--- src/rtl/core/smx_pkg.sv ---
// Package for the SplitMix64 keystream XOR stream decoder.
// Holds the shared types, register indexes, status codes and generator constants.
// Used by every module of the decoder.
package smx_pkg;

  // Golden-ratio increment and finaliser constants of SplitMix64.
  localparam logic [63:0] SM_INCREMENT = 64'h9E3779B97F4A7C15;
  localparam logic [63:0] SM_MUL_A     = 64'hBF58476D1CE4E5B9;
  localparam logic [63:0] SM_MUL_B     = 64'h94D049BB133111EB;
  localparam int unsigned SM_SHIFT_1   = 30;
  localparam int unsigned SM_SHIFT_2   = 27;
  localparam int unsigned SM_SHIFT_3   = 31;

  // Default depth of the queue between front and back.
  localparam int unsigned FIFO_DEPTH = 4;

  localparam int unsigned CFG_IDX_W  = 2;
  localparam int unsigned CFG_DATA_W = 64;

  typedef enum logic [CFG_IDX_W-1:0] {
    CFG_KEY_SEED       = 2'd0,
    CFG_ENCRYPTED_MODE = 2'd1,
    CFG_BLOB_LENGTH    = 2'd2,
    CFG_STORED_LENGTH  = 2'd3
  } cfg_idx_e;

  typedef enum logic [1:0] {
    ST_OK          = 2'd0,
    ST_TRUNCATED   = 2'd1,
    ST_KEY_MISSING = 2'd2,
    ST_EMPTY       = 2'd3
  } status_e;

  typedef struct packed {
    logic [63:0] key_seed;
    logic        encrypted_mode;
    logic [31:0] blob_length;
    logic [31:0] stored_length;
  } cfg_t;

  // Classified byte as it travels from front to back.
  typedef struct packed {
    logic [7:0] in_byte;
    logic [2:0] lane;
    logic       last;
    status_e    status;
    logic       need_word;
  } tag_t;

  typedef enum logic [1:0] {
    MX_IDLE,
    MX_MUL_A,
    MX_MUL_B
  } mix_state_e;

  typedef enum logic {
    BK_RUN,
    BK_WAIT
  } back_state_e;

endpackage

--- src/rtl/core/smx_ifs.sv ---
// Valid/ready channel interfaces of the SplitMix64 stream decoder.
// smx_in_if carries stored bytes in, smx_out_if carries decoded results out.
// No dependencies.
interface smx_in_if;
  logic       valid;
  logic       ready;
  logic [7:0] in_byte;

  modport source (output valid, output in_byte, input ready);
  modport sink   (input valid, input in_byte, output ready);
endinterface

interface smx_out_if;
  logic       valid;
  logic       ready;
  logic [7:0] out_byte;
  logic       blob_end;
  logic [1:0] status;

  modport source (output valid, output out_byte, output blob_end, output status, input ready);
  modport sink   (input valid, input out_byte, input blob_end, input status, output ready);
endinterface

--- src/rtl/core/smx_front.sv ---
// Front end of the stream decoder: accepts bytes and classifies them.
// Tracks the position in the blob and works out lane, last flag and status.
// Depends on smx_pkg and smx_in_if.
module smx_front (
  input  logic                clk_i,
  input  logic                rst_ni,
  input  smx_pkg::cfg_t       cfg_i,
  input  logic                restart_i,
  smx_in_if.sink              in_i,
  input  logic                full_i,
  output logic                push_o,
  output smx_pkg::tag_t       tag_o
);

  logic [31:0]      pos_q, pos_d;
  logic [32:0]      pos_inc;
  logic             blob_empty;
  logic             last;
  smx_pkg::status_e status;

  assign in_i.ready = !full_i;
  assign push_o     = in_i.valid && !full_i;

  assign blob_empty = (cfg_i.blob_length == 32'd0);
  assign pos_inc    = {1'b0, pos_q} + 33'd1;
  assign last       = blob_empty || (pos_inc >= {1'b0, cfg_i.blob_length});

  always_comb begin
    if (cfg_i.stored_length < cfg_i.blob_length) begin
      status = smx_pkg::ST_TRUNCATED;
    end else if (cfg_i.encrypted_mode && (cfg_i.key_seed == 64'd0)) begin
      status = smx_pkg::ST_KEY_MISSING;
    end else if (blob_empty) begin
      status = smx_pkg::ST_EMPTY;
    end else begin
      status = smx_pkg::ST_OK;
    end
  end

  // Only bytes that actually use the keystream ask the back for a fresh word.
  // Status and mode cannot change inside a blob, so the generator needs to move
  // only for these.
  always_comb begin
    tag_o.in_byte   = in_i.in_byte;
    tag_o.lane      = pos_q[2:0];
    tag_o.last      = last;
    tag_o.status    = status;
    tag_o.need_word = (pos_q[2:0] == 3'd0) && !blob_empty && cfg_i.encrypted_mode &&
                      (status == smx_pkg::ST_OK);
  end

  always_comb begin
    pos_d = pos_q;
    if (restart_i) begin
      pos_d = '0;
    end else if (push_o) begin
      pos_d = last ? 32'd0 : pos_inc[31:0];
    end
  end

  always_ff @(posedge clk_i or negedge rst_ni) begin
    if (!rst_ni) begin
      pos_q <= '0;
    end else begin
      pos_q <= pos_d;
    end
  end

endmodule

--- src/rtl/core/smx_queue.sv ---
// Short queue of classified bytes between the front and the back.
// Lets either side stall on its own.
// Depends on smx_pkg.
module smx_queue #(
  parameter int unsigned Depth = smx_pkg::FIFO_DEPTH
) (
  input  logic          clk_i,
  input  logic          rst_ni,
  input  logic          push_i,
  input  smx_pkg::tag_t tag_i,
  input  logic          pop_i,
  output logic          full_o,
  output logic          empty_o,
  output smx_pkg::tag_t head_o
);

  localparam int unsigned PtrW = (Depth > 1) ? $clog2(Depth) : 1;
  localparam int unsigned CntW = $clog2(Depth + 1);

  smx_pkg::tag_t mem_q [Depth];
  logic [PtrW-1:0] wr_ptr_q, wr_ptr_d, rd_ptr_q, rd_ptr_d;
  logic [CntW-1:0] count_q, count_d;

  assign full_o  = (count_q == CntW'(Depth));
  assign empty_o = (count_q == '0);
  assign head_o  = mem_q[rd_ptr_q];

  always_comb begin
    wr_ptr_d = wr_ptr_q;
    rd_ptr_d = rd_ptr_q;
    count_d  = count_q;
    if (push_i) begin
      wr_ptr_d = (wr_ptr_q == PtrW'(Depth - 1)) ? '0 : wr_ptr_q + PtrW'(1);
    end
    if (pop_i) begin
      rd_ptr_d = (rd_ptr_q == PtrW'(Depth - 1)) ? '0 : rd_ptr_q + PtrW'(1);
    end
    if (push_i && !pop_i) begin
      count_d = count_q + CntW'(1);
    end else if (pop_i && !push_i) begin
      count_d = count_q - CntW'(1);
    end
  end

  always_ff @(posedge clk_i or negedge rst_ni) begin
    if (!rst_ni) begin
      wr_ptr_q <= '0;
      rd_ptr_q <= '0;
      count_q  <= '0;
    end else begin
      wr_ptr_q <= wr_ptr_d;
      rd_ptr_q <= rd_ptr_d;
      count_q  <= count_d;
    end
  end

  always_ff @(posedge clk_i) begin
    if (push_i) begin
      mem_q[wr_ptr_q] <= tag_i;
    end
  end

  a_no_overflow : assert property (@(posedge clk_i) disable iff (!rst_ni)
    push_i && !pop_i |-> count_q != CntW'(Depth))
    else $error("queue written while full");

  a_no_underflow : assert property (@(posedge clk_i) disable iff (!rst_ni)
    pop_i |-> count_q != '0)
    else $error("queue read while empty");

endmodule

--- src/rtl/core/smx_mix.sv ---
// SplitMix64 finaliser as an iterative unit around one 32x32 multiplier.
// Each 64-bit multiply sums its 32x32 partial products one after another.
// Depends on smx_pkg.
module smx_mix (
  input  logic        clk_i,
  input  logic        rst_ni,
  input  logic        start_i,
  input  logic [63:0] state_i,
  output logic        done_o,
  output logic [63:0] word_o
);

  localparam logic [1:0] KLast = 2'd3;

  smx_pkg::mix_state_e st_q, st_d;
  logic [1:0]  k_q, k_d;
  logic [63:0] x_q, x_d;
  logic [63:0] acc_q, acc_d;
  logic [63:0] prod_q, prod_d;
  logic [63:0] word_q, word_d;
  logic        done_q, done_d;
  logic [63:0] mul_const;
  logic [31:0] op_a, op_b;
  logic [63:0] term;
  logic [63:0] acc_sum;

  // Low 64 bits of x * C: lo*lo, plus the low halves of both cross products
  // shifted up by 32. The high*high product falls out entirely.
  assign mul_const = (st_q == smx_pkg::MX_MUL_A) ? smx_pkg::SM_MUL_A : smx_pkg::SM_MUL_B;

  always_comb begin
    case (k_q)
      2'd0: begin
        op_a = x_q[31:0];
        op_b = mul_const[31:0];
      end
      2'd1: begin
        op_a = x_q[63:32];
        op_b = mul_const[31:0];
      end
      default: begin
        op_a = x_q[31:0];
        op_b = mul_const[63:32];
      end
    endcase
  end

  assign prod_d  = op_a * op_b;
  assign term    = (k_q == 2'd1) ? prod_q : {prod_q[31:0], 32'h0};
  assign acc_sum = acc_q + term;

  always_comb begin
    st_d = st_q;
    case (st_q)
      smx_pkg::MX_IDLE: begin
        if (start_i) begin
          st_d = smx_pkg::MX_MUL_A;
        end
      end
      smx_pkg::MX_MUL_A: begin
        if (k_q == KLast) begin
          st_d = smx_pkg::MX_MUL_B;
        end
      end
      smx_pkg::MX_MUL_B: begin
        if (k_q == KLast) begin
          st_d = smx_pkg::MX_IDLE;
        end
      end
      default: st_d = smx_pkg::MX_IDLE;
    endcase
  end

  assign k_d = ((st_q == smx_pkg::MX_IDLE) || (k_q == KLast)) ? 2'd0 : k_q + 2'd1;

  always_comb begin
    x_d    = x_q;
    acc_d  = acc_q;
    word_d = word_q;
    done_d = 1'b0;
    case (st_q)
      smx_pkg::MX_IDLE: begin
        if (start_i) begin
          x_d   = state_i ^ (state_i >> smx_pkg::SM_SHIFT_1);
          acc_d = '0;
        end
      end
      smx_pkg::MX_MUL_A: begin
        if (k_q != 2'd0) begin
          acc_d = acc_sum;
        end
        if (k_q == KLast) begin
          x_d   = acc_sum ^ (acc_sum >> smx_pkg::SM_SHIFT_2);
          acc_d = '0;
        end
      end
      smx_pkg::MX_MUL_B: begin
        if (k_q != 2'd0) begin
          acc_d = acc_sum;
        end
        if (k_q == KLast) begin
          word_d = acc_sum ^ (acc_sum >> smx_pkg::SM_SHIFT_3);
          done_d = 1'b1;
        end
      end
      default: ;
    endcase
  end

  assign done_o = done_q;
  assign word_o = word_q;

  always_ff @(posedge clk_i or negedge rst_ni) begin
    if (!rst_ni) begin
      st_q   <= smx_pkg::MX_IDLE;
      k_q    <= '0;
      done_q <= 1'b0;
    end else begin
      st_q   <= st_d;
      k_q    <= k_d;
      done_q <= done_d;
    end
  end

  always_ff @(posedge clk_i) begin
    x_q    <= x_d;
    acc_q  <= acc_d;
    prod_q <= prod_d;
    word_q <= word_d;
  end

  a_done_after_mul_b : assert property (@(posedge clk_i) disable iff (!rst_ni)
    done_q |-> $past(st_q == smx_pkg::MX_MUL_B))
    else $error("keystream word finished outside the second multiply");

endmodule

--- src/rtl/core/smx_back.sv ---
// Back end of the stream decoder: generator state, keystream and output register.
// Takes classified bytes from the queue and XORs in the keystream when encrypted.
// Depends on smx_pkg, smx_out_if and smx_mix.
module smx_back (
  input  logic          clk_i,
  input  logic          rst_ni,
  input  smx_pkg::cfg_t cfg_i,
  input  logic          restart_i,
  input  logic          head_valid_i,
  input  smx_pkg::tag_t head_i,
  output logic          pop_o,
  smx_out_if.source     out_o
);

  smx_pkg::back_state_e st_q, st_d;
  logic [63:0] gen_q, gen_d;
  logic [63:0] gen_next;
  logic        fresh_q, fresh_d;
  logic        mix_start;
  logic        mix_done;
  logic [63:0] mix_word;
  logic [63:0] key_shift;
  logic [7:0]  dec_byte;
  logic        out_valid_q, out_valid_d;
  logic [7:0]  out_byte_q, out_byte_d;
  logic        blob_end_q, blob_end_d;
  logic [1:0]  status_q, status_d;

  assign gen_next  = gen_q + smx_pkg::SM_INCREMENT;
  assign mix_start = (st_q == smx_pkg::BK_RUN) && head_valid_i && head_i.need_word && !fresh_q;
  assign pop_o     = head_valid_i && (!head_i.need_word || fresh_q) &&
                     (!out_valid_q || out_o.ready);

  smx_mix u_mix (
    .clk_i   (clk_i),
    .rst_ni  (rst_ni),
    .start_i (mix_start),
    .state_i (gen_next),
    .done_o  (mix_done),
    .word_o  (mix_word)
  );

  always_comb begin
    st_d = st_q;
    case (st_q)
      smx_pkg::BK_RUN: begin
        if (mix_start) begin
          st_d = smx_pkg::BK_WAIT;
        end
      end
      smx_pkg::BK_WAIT: begin
        if (mix_done) begin
          st_d = smx_pkg::BK_RUN;
        end
      end
      default: st_d = smx_pkg::BK_RUN;
    endcase
  end

  always_comb begin
    gen_d   = gen_q;
    fresh_d = fresh_q;
    if (restart_i) begin
      gen_d   = cfg_i.key_seed;
      fresh_d = 1'b0;
    end else begin
      if (mix_start) begin
        gen_d = gen_next;
      end
      if (mix_done) begin
        fresh_d = 1'b1;
      end
      if (pop_o && head_i.need_word) begin
        fresh_d = 1'b0;
      end
      if (pop_o && head_i.last) begin
        gen_d = cfg_i.key_seed;
      end
    end
  end

  assign key_shift = mix_word >> {head_i.lane, 3'b000};

  always_comb begin
    if (head_i.status != smx_pkg::ST_OK) begin
      dec_byte = 8'h00;
    end else if (cfg_i.encrypted_mode) begin
      dec_byte = head_i.in_byte ^ key_shift[7:0];
    end else begin
      dec_byte = head_i.in_byte;
    end
  end

  always_comb begin
    out_valid_d = out_valid_q;
    out_byte_d  = out_byte_q;
    blob_end_d  = blob_end_q;
    status_d    = status_q;
    if (pop_o) begin
      out_valid_d = 1'b1;
      out_byte_d  = dec_byte;
      blob_end_d  = head_i.last;
      status_d    = head_i.status;
    end else if (out_o.ready) begin
      out_valid_d = 1'b0;
    end
  end

  assign out_o.valid    = out_valid_q;
  assign out_o.out_byte = out_byte_q;
  assign out_o.blob_end = blob_end_q;
  assign out_o.status   = status_q;

  always_ff @(posedge clk_i or negedge rst_ni) begin
    if (!rst_ni) begin
      st_q        <= smx_pkg::BK_RUN;
      gen_q       <= '0;
      fresh_q     <= 1'b0;
      out_valid_q <= 1'b0;
    end else begin
      st_q        <= st_d;
      gen_q       <= gen_d;
      fresh_q     <= fresh_d;
      out_valid_q <= out_valid_d;
    end
  end

  always_ff @(posedge clk_i) begin
    out_byte_q <= out_byte_d;
    blob_end_q <= blob_end_d;
    status_q   <= status_d;
  end

  a_word_ready_on_use : assert property (@(posedge clk_i) disable iff (!rst_ni)
    pop_o && head_i.need_word |-> fresh_q && (st_q == smx_pkg::BK_RUN))
    else $error("byte left the queue before its keystream word was ready");

endmodule

--- src/rtl/core/splitmix64_xor_stream_decoder.sv ---
// Decodes a blob byte stream, XORing each byte with a SplitMix64 keystream when
// encrypted mode is set. Results come out in input order, one per byte. In plain
// mode, or while the status is not ok, bytes can be taken one per cycle while the
// receiver is ready, and each result passes the queue and the output register.
// In encrypted mode the byte that opens each keystream word waits while the word
// is built by an iterative unit around a single 32x32 multiplier; the other bytes
// of that word then follow one per cycle as in plain mode. Any configuration write
// restarts the blob; write registers only while the block is idle.
// Depends on smx_pkg, smx_ifs, smx_front, smx_queue and smx_back.
module splitmix64_xor_stream_decoder #(
  parameter int unsigned FifoDepth = smx_pkg::FIFO_DEPTH
) (
  input  logic                            clk_i,
  input  logic                            rst_ni,
  smx_in_if.sink                          in_i,
  smx_out_if.source                       out_o,
  input  logic                            cfg_we_i,
  input  logic [smx_pkg::CFG_IDX_W-1:0]   cfg_idx_i,
  input  logic [smx_pkg::CFG_DATA_W-1:0]  cfg_wdata_i
);

  smx_pkg::cfg_t cfg_q, cfg_d;
  logic          restart_q;
  logic          push;
  logic          pop;
  logic          full;
  logic          empty;
  smx_pkg::tag_t tag_in;
  smx_pkg::tag_t tag_head;

  always_comb begin
    cfg_d = cfg_q;
    if (cfg_we_i) begin
      case (smx_pkg::cfg_idx_e'(cfg_idx_i))
        smx_pkg::CFG_KEY_SEED:       cfg_d.key_seed       = cfg_wdata_i;
        smx_pkg::CFG_ENCRYPTED_MODE: cfg_d.encrypted_mode = cfg_wdata_i[0];
        smx_pkg::CFG_BLOB_LENGTH:    cfg_d.blob_length    = cfg_wdata_i[31:0];
        smx_pkg::CFG_STORED_LENGTH:  cfg_d.stored_length  = cfg_wdata_i[31:0];
        default: ;
      endcase
    end
  end

  // The generator reloads in the cycle after the write, once the new seed is in place.
  always_ff @(posedge clk_i or negedge rst_ni) begin
    if (!rst_ni) begin
      cfg_q     <= '0;
      restart_q <= 1'b0;
    end else begin
      cfg_q     <= cfg_d;
      restart_q <= cfg_we_i;
    end
  end

  smx_front u_front (
    .clk_i     (clk_i),
    .rst_ni    (rst_ni),
    .cfg_i     (cfg_q),
    .restart_i (cfg_we_i),
    .in_i      (in_i),
    .full_i    (full),
    .push_o    (push),
    .tag_o     (tag_in)
  );

  smx_queue #(
    .Depth (FifoDepth)
  ) u_queue (
    .clk_i   (clk_i),
    .rst_ni  (rst_ni),
    .push_i  (push),
    .tag_i   (tag_in),
    .pop_i   (pop),
    .full_o  (full),
    .empty_o (empty),
    .head_o  (tag_head)
  );

  smx_back u_back (
    .clk_i        (clk_i),
    .rst_ni       (rst_ni),
    .cfg_i        (cfg_q),
    .restart_i    (restart_q),
    .head_valid_i (!empty),
    .head_i       (tag_head),
    .pop_o        (pop),
    .out_o        (out_o)
  );

endmodule

--- src/flat_wrapper.sv ---
// flat-port wrapper written by rule: the top's interface ports become plain ports
module splitmix64_xor_stream_decoder_flat 
#(
  parameter int unsigned FifoDepth = smx_pkg::FIFO_DEPTH
)
  (clk_i, rst_ni, cfg_we_i, cfg_idx_i, cfg_wdata_i, in_i_valid, in_i_in_byte, in_i_ready, out_o_valid, out_o_out_byte, out_o_blob_end, out_o_status, out_o_ready);
  smx_in_if in_i_i ();
  smx_out_if out_o_i ();
  input  logic clk_i;
  input  logic rst_ni;
  input  logic cfg_we_i;
  input  logic [smx_pkg::CFG_IDX_W-1:0] cfg_idx_i;
  input  logic [smx_pkg::CFG_DATA_W-1:0] cfg_wdata_i;
  input wire logic [$bits(in_i_i.valid)-1:0] in_i_valid;
  input wire logic [$bits(in_i_i.in_byte)-1:0] in_i_in_byte;
  output wire logic [$bits(in_i_i.ready)-1:0] in_i_ready;
  output wire logic [$bits(out_o_i.valid)-1:0] out_o_valid;
  output wire logic [$bits(out_o_i.out_byte)-1:0] out_o_out_byte;
  output wire logic [$bits(out_o_i.blob_end)-1:0] out_o_blob_end;
  output wire logic [$bits(out_o_i.status)-1:0] out_o_status;
  input wire logic [$bits(out_o_i.ready)-1:0] out_o_ready;
  assign in_i_i.valid = in_i_valid;
  assign in_i_i.in_byte = in_i_in_byte;
  assign in_i_ready = in_i_i.ready;
  assign out_o_valid = out_o_i.valid;
  assign out_o_out_byte = out_o_i.out_byte;
  assign out_o_blob_end = out_o_i.blob_end;
  assign out_o_status = out_o_i.status;
  assign out_o_i.ready = out_o_ready;
  splitmix64_xor_stream_decoder #(.FifoDepth(FifoDepth)) u_core (.clk_i(clk_i), .rst_ni(rst_ni), .in_i(in_i_i), .out_o(out_o_i), .cfg_we_i(cfg_we_i), .cfg_idx_i(cfg_idx_i), .cfg_wdata_i(cfg_wdata_i));
endmodule
--- config.mk ---
export PLATFORM = sky130hd
export DESIGN_NAME = splitmix64_xor_stream_decoder_flat
export DESIGN_NICKNAME = d
export VERILOG_FILES = /design/src/rtl/core/smx_pkg.sv /design/src/rtl/core/smx_ifs.sv /design/src/rtl/core/smx_front.sv /design/src/rtl/core/smx_queue.sv /design/src/rtl/core/smx_mix.sv /design/src/rtl/core/smx_back.sv /design/src/rtl/core/splitmix64_xor_stream_decoder.sv /design/src/flat_wrapper.sv
export SDC_FILE = /design/constraint.sdc
export NUM_CORES = 2
export LEC_CHECK = 0
export BUFFER_PORTS_ARGS = -buffer_cell sky130_fd_sc_hd__buf_2
export CAP_MARGIN = 30
export CELL_PAD_IN_SITES_DETAIL_PLACEMENT = 1
export CELL_PAD_IN_SITES_GLOBAL_PLACEMENT = 1
export CORE_MARGIN = 5
export CORE_UTILIZATION = 57
export CTS_CLUSTER_DIAMETER = 50
export DETAILED_ROUTE_END_ITERATION = 6
export GPL_TIMING_DRIVEN = 0
export PLACE_DENSITY = 0.9
export RECOVER_POWER = 50
export SETUP_SLACK_MARGIN = 0.1
export SLEW_MARGIN = 20
export SYNTH_ARGS = -nofsm -noshare
export SYNTH_HDL_FRONTEND = slang
export SYNTH_SLANG_ARGS = --single-unit
export TNS_END_PERCENT = 100
--- constraint.sdc ---
create_clock -name clk_i -period 24.2 [get_ports clk_i]
set_clock_uncertainty 0.05 [all_clocks]
set_input_delay 3.63 -clock clk_i [delete_from_list [all_inputs] [get_ports clk_i]]
set_output_delay 3.63 -clock clk_i [all_outputs]
set_load 0.01 [all_outputs]
# Yosys cells after proc, flatten, opt, wreduce, memory -nomap -nowiden
# Memories as Yosys holds them, arrays and structs flattened.
# Index checks and enable logic that the tools add are counted.
dict set report op_classes {
  n_reduce_logical 52
  div_mod_pow 0
  multipliers 1
  n_lt_le_gt_ge 2
  shifts 1
  bitwise_logic 5
  add_sub_neg 8
  n_eq_ne 13
  muxes 42
}
# cell n
set op_table {}
lappend op_table {{64-bit two-way mux} 9}
lappend op_table {{64-bit case mux with 3 select lines} 1}
lappend op_table {{32-bit two-way mux} 5}
lappend op_table {{64-bit case mux with 2 select lines} 1}
lappend op_table {{64-bit adder} 1}
lappend op_table {{64-bit adder (second input constant)} 1}
lappend op_table {{64-bit zero test} 1}
lappend op_table {{32-bit by 32-bit multiplier with 64-bit output} 1}
lappend op_table {{64-bit by 6-bit >> shifter with 8-bit output} 1}
lappend op_table {{64-bit by 33-bit XOR with 64-bit output} 1}
lappend op_table {{64-bit by 34-bit XOR with 64-bit output} 1}
lappend op_table {{64-bit by 37-bit XOR with 64-bit output} 1}
lappend op_table {{62-bit two-way mux} 1}
lappend op_table {{32-bit by 1-bit adder with 33-bit output (second input constant)} 1}
lappend op_table {{33-bit by 32-bit greater-or-equal comparator with 1-bit output} 1}
lappend op_table {{32-bit zero test} 1}
lappend op_table {{32-bit < comparator} 1}
lappend op_table {{2-bit two-way mux} 9}
lappend op_table {{1-bit logical AND} 14}
lappend op_table {{2-bit == test (second input constant)} 6}
lappend op_table {{2-bit AND reduction} 6}
lappend op_table {{2-bit nonzero test} 6}
lappend op_table {{1-bit two-way mux} 11}
lappend op_table {{3-bit nonzero test} 3}
lappend op_table {{other kinds (19)} 40}
dict set report totals {
  input_bits 79
  mem_bits_rw 60
  output_inout_bits 13
  latchBits 0
  romBits 0
  mem_count 1
  reg_bits 508
}
# name depth width rd rd_clocked_by_memory_dff write_ports line
set memory_table {}
lappend memory_table {u_core.u_queue.mem_q 4 15 1 0 1 smx_queue.sv:20} ;# smx_pkg::tag_t mem_q [Depth];

# Depth between registers and ports, before layout
dict set report logic_depth {
  word_depth 8
  mapped_depth 37
}

# Hierarchy
# From an unflattened synthesis, not the netlist that was laid out.
dict set report unflattened {
  hier_cells 6161
  hier_area_um2 62195.9
}
# mod n_inst cells_each seq_area_each_um2 area_each_um2
set by_module_without_submodules {}
lappend by_module_without_submodules {smx_mix 1 4625 7171.9 44740.4}
lappend by_module_without_submodules {smx_back 1 733 2006.9 6341.1}
lappend by_module_without_submodules {splitmix64_xor_stream_decoder 1 277 3253.1 4926.0}
lappend by_module_without_submodules {smx_front 1 410 800.8 3569.7}
lappend by_module_without_submodules {smx_queue 1 116 1976.9 2618.8}

# Least setup slack after synthesis
# Ideal clock, no wire load.
dict set report synth_path {
  path_kind {reg-to-reg}
  start {register u_core.u_back.u_mix.k_q[1]}
  end {register u_core.u_back.u_mix.prod_q[61]}
  n_path_buf 3
  synth_period_minus_slack_ns 9.131
  arrival_ns 8.950
  path_slack_ns 15.069
  required_time_ns 24.019
  path_stages_with_launch 37
  setup_ns 0.131
  cell_sequence {dfrtp_1 > inv_1 > ha_1 > clkbuf_1 > clkbuf_1 > buf_1 > mux2_2 > nand2_1 > nor2_1 > nor2_1 > inv_1 > fa_1 > inv_1 > fa_1 > inv_1 > fa_1 > inv_1 > fa_1 > inv_1 > fa_1 > fa_1 > inv_1 > fa_1 > fa_1 > inv_1 > ha_1 > a21o_1 > a21oi_1 > nor2_1 > or3_1 > o211a_1 > or2_2 > nand4_1 > nand3_1 > a31oi_1 > o31ai_1 > xor2_1}
}
dict set report synth_between {
  elab_chain_len 4
  word_cells_on_any_way 6
  classes_between {mul: 1; eq/ne: 1; mux: 2; reduce/logical: 2}
}
# item line
set synth_lines {}
lappend synth_lines {{start: declaration} smx_mix.sv:16} ;# logic [1:0] k_q, k_d;
lappend synth_lines {{start signal: assignment} smx_mix.sv:120} ;# k_q <= k_d;
lappend synth_lines {{2-bit by 1-bit == test with 1-bit output or 2-bit zero test (tied branches)} smx_mix.sv:32} ;# case (k_q)
lappend synth_lines {{2-bit OR reduction (no source line)} -}
lappend synth_lines {{32-bit two-way mux} smx_mix.sv:32}
lappend synth_lines {{32-bit by 32-bit multiplier with 64-bit output *} smx_mix.sv:48} ;# assign prod_d = op_a * op_b;
lappend synth_lines {{named net u_core.u_back.u_mix.prod_d[61]} smx_mix.sv:19} ;# logic [63:0] prod_q, prod_d;
lappend synth_lines {{end signal: assignment} smx_mix.sv:128} ;# prod_q <= prod_d;
lappend synth_lines {{end: declaration} smx_mix.sv:19}
# Mark *: on every way through the listed nets, which the timed path passes. The rest lies on a longest branch.
# A chain may end at the register's enable or synchronous reset.

# Final worst setup path
dict set report layout_path {
  start {register u_core.u_back.u_mix.k_q[0]}
  end {register u_core.u_back.u_mix.prod_q[46]}
}
# Same word-level chain as after synthesis.

==> impl_metrics.json <==
{
  "firstDrtPassIters": 6,
  "clk_path_buf_depth": 3,
  "holdWs_ps": 454,
  "yosys.area_share.simple_pct": 10.1,
  "htreeDepth": 2,
  "syn_area_sq_um": 60600,
  "yosysWarnings": 0,
  "cts_inserted_buffers": 54,
  "period_minus_slack_ps": 12760,
  "netlist_top_cells_area": "fa_1 (27%), edfxtp_1 (13%), ha_1 (10%)",
  "cp_max_fo": 10,
  "maxCapViolCount": 4,
  "timing.rr.start": "u_core.u_back.u_mix.k_q[0]",
  "rows": 119,
  "area_growth_pct": 7.51,
  "yosysMostFrequentCell": "inv_1",
  "core_area_sq_um": 105000,
  "drive_above_1_share_pct": 8.50,
  "syn_avg_cell_area_sq_um": 10.1,
  "ys.flop_type": "edfxtp_1",
  "r2r_cells": 32,
  "synth_fa_ha_area_share_pct": 36.8,
  "synth_seq_area_share_pct": 25.1,
  "finalHoldViolations": 0,
  "num_vias": 49300,
  "maxSlewViolCount": 311,
  "drtAntennaViolNets": 0,
  "fp.dieW_um": 336,
  "cp.arrival_ps": 13150,
  "synth-edff-count": 263,
  "initial_core_util_pct": 57.4,
  "holdBufCountCts": 0,
  "clock_latency_ps": 650,
  "relSlewSlack_pct": -223,
  "syn_nets": 7369,
  "layoutNonFillerInstCount": 7633,
  "dp_cells": 7513,
  "start_kind": "flip-flop",
  "fin_crit_sh_pct": 52.7,
  "antenna_found_initial": 22,
  "clk_pin_slew_worst_paths_ps": 70,
  "end_kind": "flip-flop",
  "finalSetupViolCount": 0,
  "status": "finished, violations left",
  "avgViaCountPerCell": 6.45,
  "path_class": "flip-flop to flip-flop",
  "routedWlPerCell_um": 33.7,
  "routabilityCongestion": 1.04,
  "synthMuxAreaShare_pct": 6.08,
  "synth_top_cell_by_area": "fa_1",
  "place_hpwl_mm": 210,
  "synthXorXnorAreaFrac_pct": 5.94,
  "finalNetCount": 7568,
  "min_from": "u_core.u_back.u_mix.done_o",
  "syn_inst": 5993,
  "ios": 92,
  "dieArea_sq_um": 113000,
  "yosysTopAreaCellShare_pct": 26.6,
  "holdPathStages": 1,
  "hold_path_class": "flip-flop to flip-flop",
  "synth-seq-cells": 568,
  "cp_slowest_cell": "a2111oi_0",
  "violations": "capacitance limit, slew limit",
  "worstMarginPinSlew_ps": 4840,
  "setup_tns_ps": 0,
  "dpl-instance-area_sq_um": 63400,
  "drc_errors": 0,
  "reg2reg_slack_ps": 11440,
  "rsz0062_at_grt": "no",
  "hold_end": "u_core.u_back.st_q",
  "clock.fmax_mhz": 78.4,
  "synth_compound_area_share_pct": 7.95,
  "cts-root-buf": "clkbuf_16",
  "crit_required_ps": 24590,
  "synth_top_family_by_area": "adder cells",
  "cts_setup_buffers": 0,
  "slowest_delay_ps": 890,
  "path_common_cell": "fa_1",
  "port-buffer-count": 91,
  "routed_wl_mm": 257,
  "synthDistinctLibCells": 89,
  "numClockSinks": 568,
  "crit_family": "adder cells",
  "track_usage_pct": 45.5,
  "cts_tree": "done",
  "grt_pass1_wl_mm": 370,
  "design_area_sq_um": 65100,
  "async_flop_share_pct": 42.4,
  "rr_endpoint": "u_core.u_back.u_mix.prod_q[46]",
  "cp.buffers_inverters": 8,
  "grt_pass1_vias": 53200,
  "overflow": 0,
  "synthTopCellsByCount": "inv_1 (1,080), fa_1 (804), nor2_1 (553), ha_1 (493), nand2_1 (385)",
  "die_y_um": 336,
  "cts_resized": 0,
  "drtIter0Drc": 5718,
  "grt_max_degree": 84
}
final cells by class:
type                            count  area, sq um
Antenna cell                        4         10.0
Fill cell                       11600        40300
Clock buffer                       79         1590
Buffer                            197          761
Timing Repair Buffer              143          921
Multi-Input combinational cell   4135        40600
Tap cell                         1391         1740
Sequential cell                   568        15200
Clock inverter                     23          186
Inverter                         1093         4100
worst max-delay path by stage:
stage                                                 to  slack [ps]                        from  cells past startpoint
final                     u_core.u_back.u_mix.prod_q[46]       11440  u_core.u_back.u_mix.k_q[0]                     32
after global routing      u_core.u_back.u_mix.prod_q[46]       11460  u_core.u_back.u_mix.k_q[0]                     31
after CTS                 u_core.u_back.u_mix.prod_q[46]       12000  u_core.u_back.u_mix.k_q[1]                     34
after detailed placement  u_core.u_back.u_mix.prod_q[46]       12030  u_core.u_back.u_mix.k_q[1]                     32
after global placement    u_core.u_back.u_mix.prod_q[63]       11510  u_core.u_back.u_mix.k_q[1]                     32
after floorplan           u_core.u_back.u_mix.prod_q[61]       15070  u_core.u_back.u_mix.k_q[1]                     36
state kept, by name (all words and copies together), names as in the netlist, 3 cells and up:
signal and count:
u_core.cfg_q 129, u_core.u_back.gen_q 64, u_core.u_back.out_o.out_byte 8, u_core.u_back.u_mix.acc_q 64, u_core.u_back.u_mix.prod_q 64, u_core.u_back.u_mix.word_o 64, u_core.u_back.u_mix.x_q 64, u_core.u_front.pos_q 32
u_core.u_queue.count_q 3, u_core.u_queue.mem_q 60
layout by cell type (no fill, tap or decap), types with 47 or more instances in the layout:
cell type,netlist,final
a21o_1,124,124
a21oi_1,290,290
and2_1,61,56
and3_1,47,47
buf_2,12,94
clkbuf_1,158,185
clkbuf_16,0,56
dfrtp_1,241,241
dfxtp_1,64,64
edfxtp_1,263,263
fa_1,804,804
ha_1,493,493
inv_1,1080,1081
mux2_2,201,198
mux2i_1,70,65
nand2_1,385,385
nand3_1,57,57
nand4_1,50,50
nor2_1,553,551
nor3_1,50,49
o21ai_0,138,138
xnor2_1,238,231
xor2_1,165,164
routing by layer:
layer  wire (um)  global-route usage, %  up-vias
li1            -                      -    19700
met1       94600                   58.3    25300
met2      112000                   69.2     3168
met3       30000                   13.1      994
met4       20400                   27.4       20
met5         226                  0.668        -
per-stage QoR:
stage | setup WS, ps | utilization, %
after floorplan | 15070 | -
after CTS | 12000 | 61.9
after detailed placement | 12030 | 60.2
final | 11440 | 61.8
after global routing | 11460 | 61.8
after global placement | 11510 | 59.5
worst register-to-register path: cells and delay by family, from the launching register on:
kind	cells	cell delay [ps]
AOI/OAI and AO/OA	7	1980
xor gates and xnor gates	1	450
and+or+nand+nor	6	1610
buffers and inverters	8	3280
DFF	1	440
adders and majority gates	10	4740
kinds of logic (layout without fill, tap and decap cells):
kind of cell | after synthesis | count (layout)
muxes | 303 | 303
DFF | 568 | 568
AOI/OAI and AO/OA | 766 | 766
xor gates and xnor gates | 407 | 407
and+or+nand+nor | 1362 | 1362
other | 0 | 4
buffers and inverters | 1290 | 1535
adders and majority gates | 1297 | 1297
Power is not shown: default switching activity piles up to over one toggle a cycle in this logic, so the estimate is an artifact.
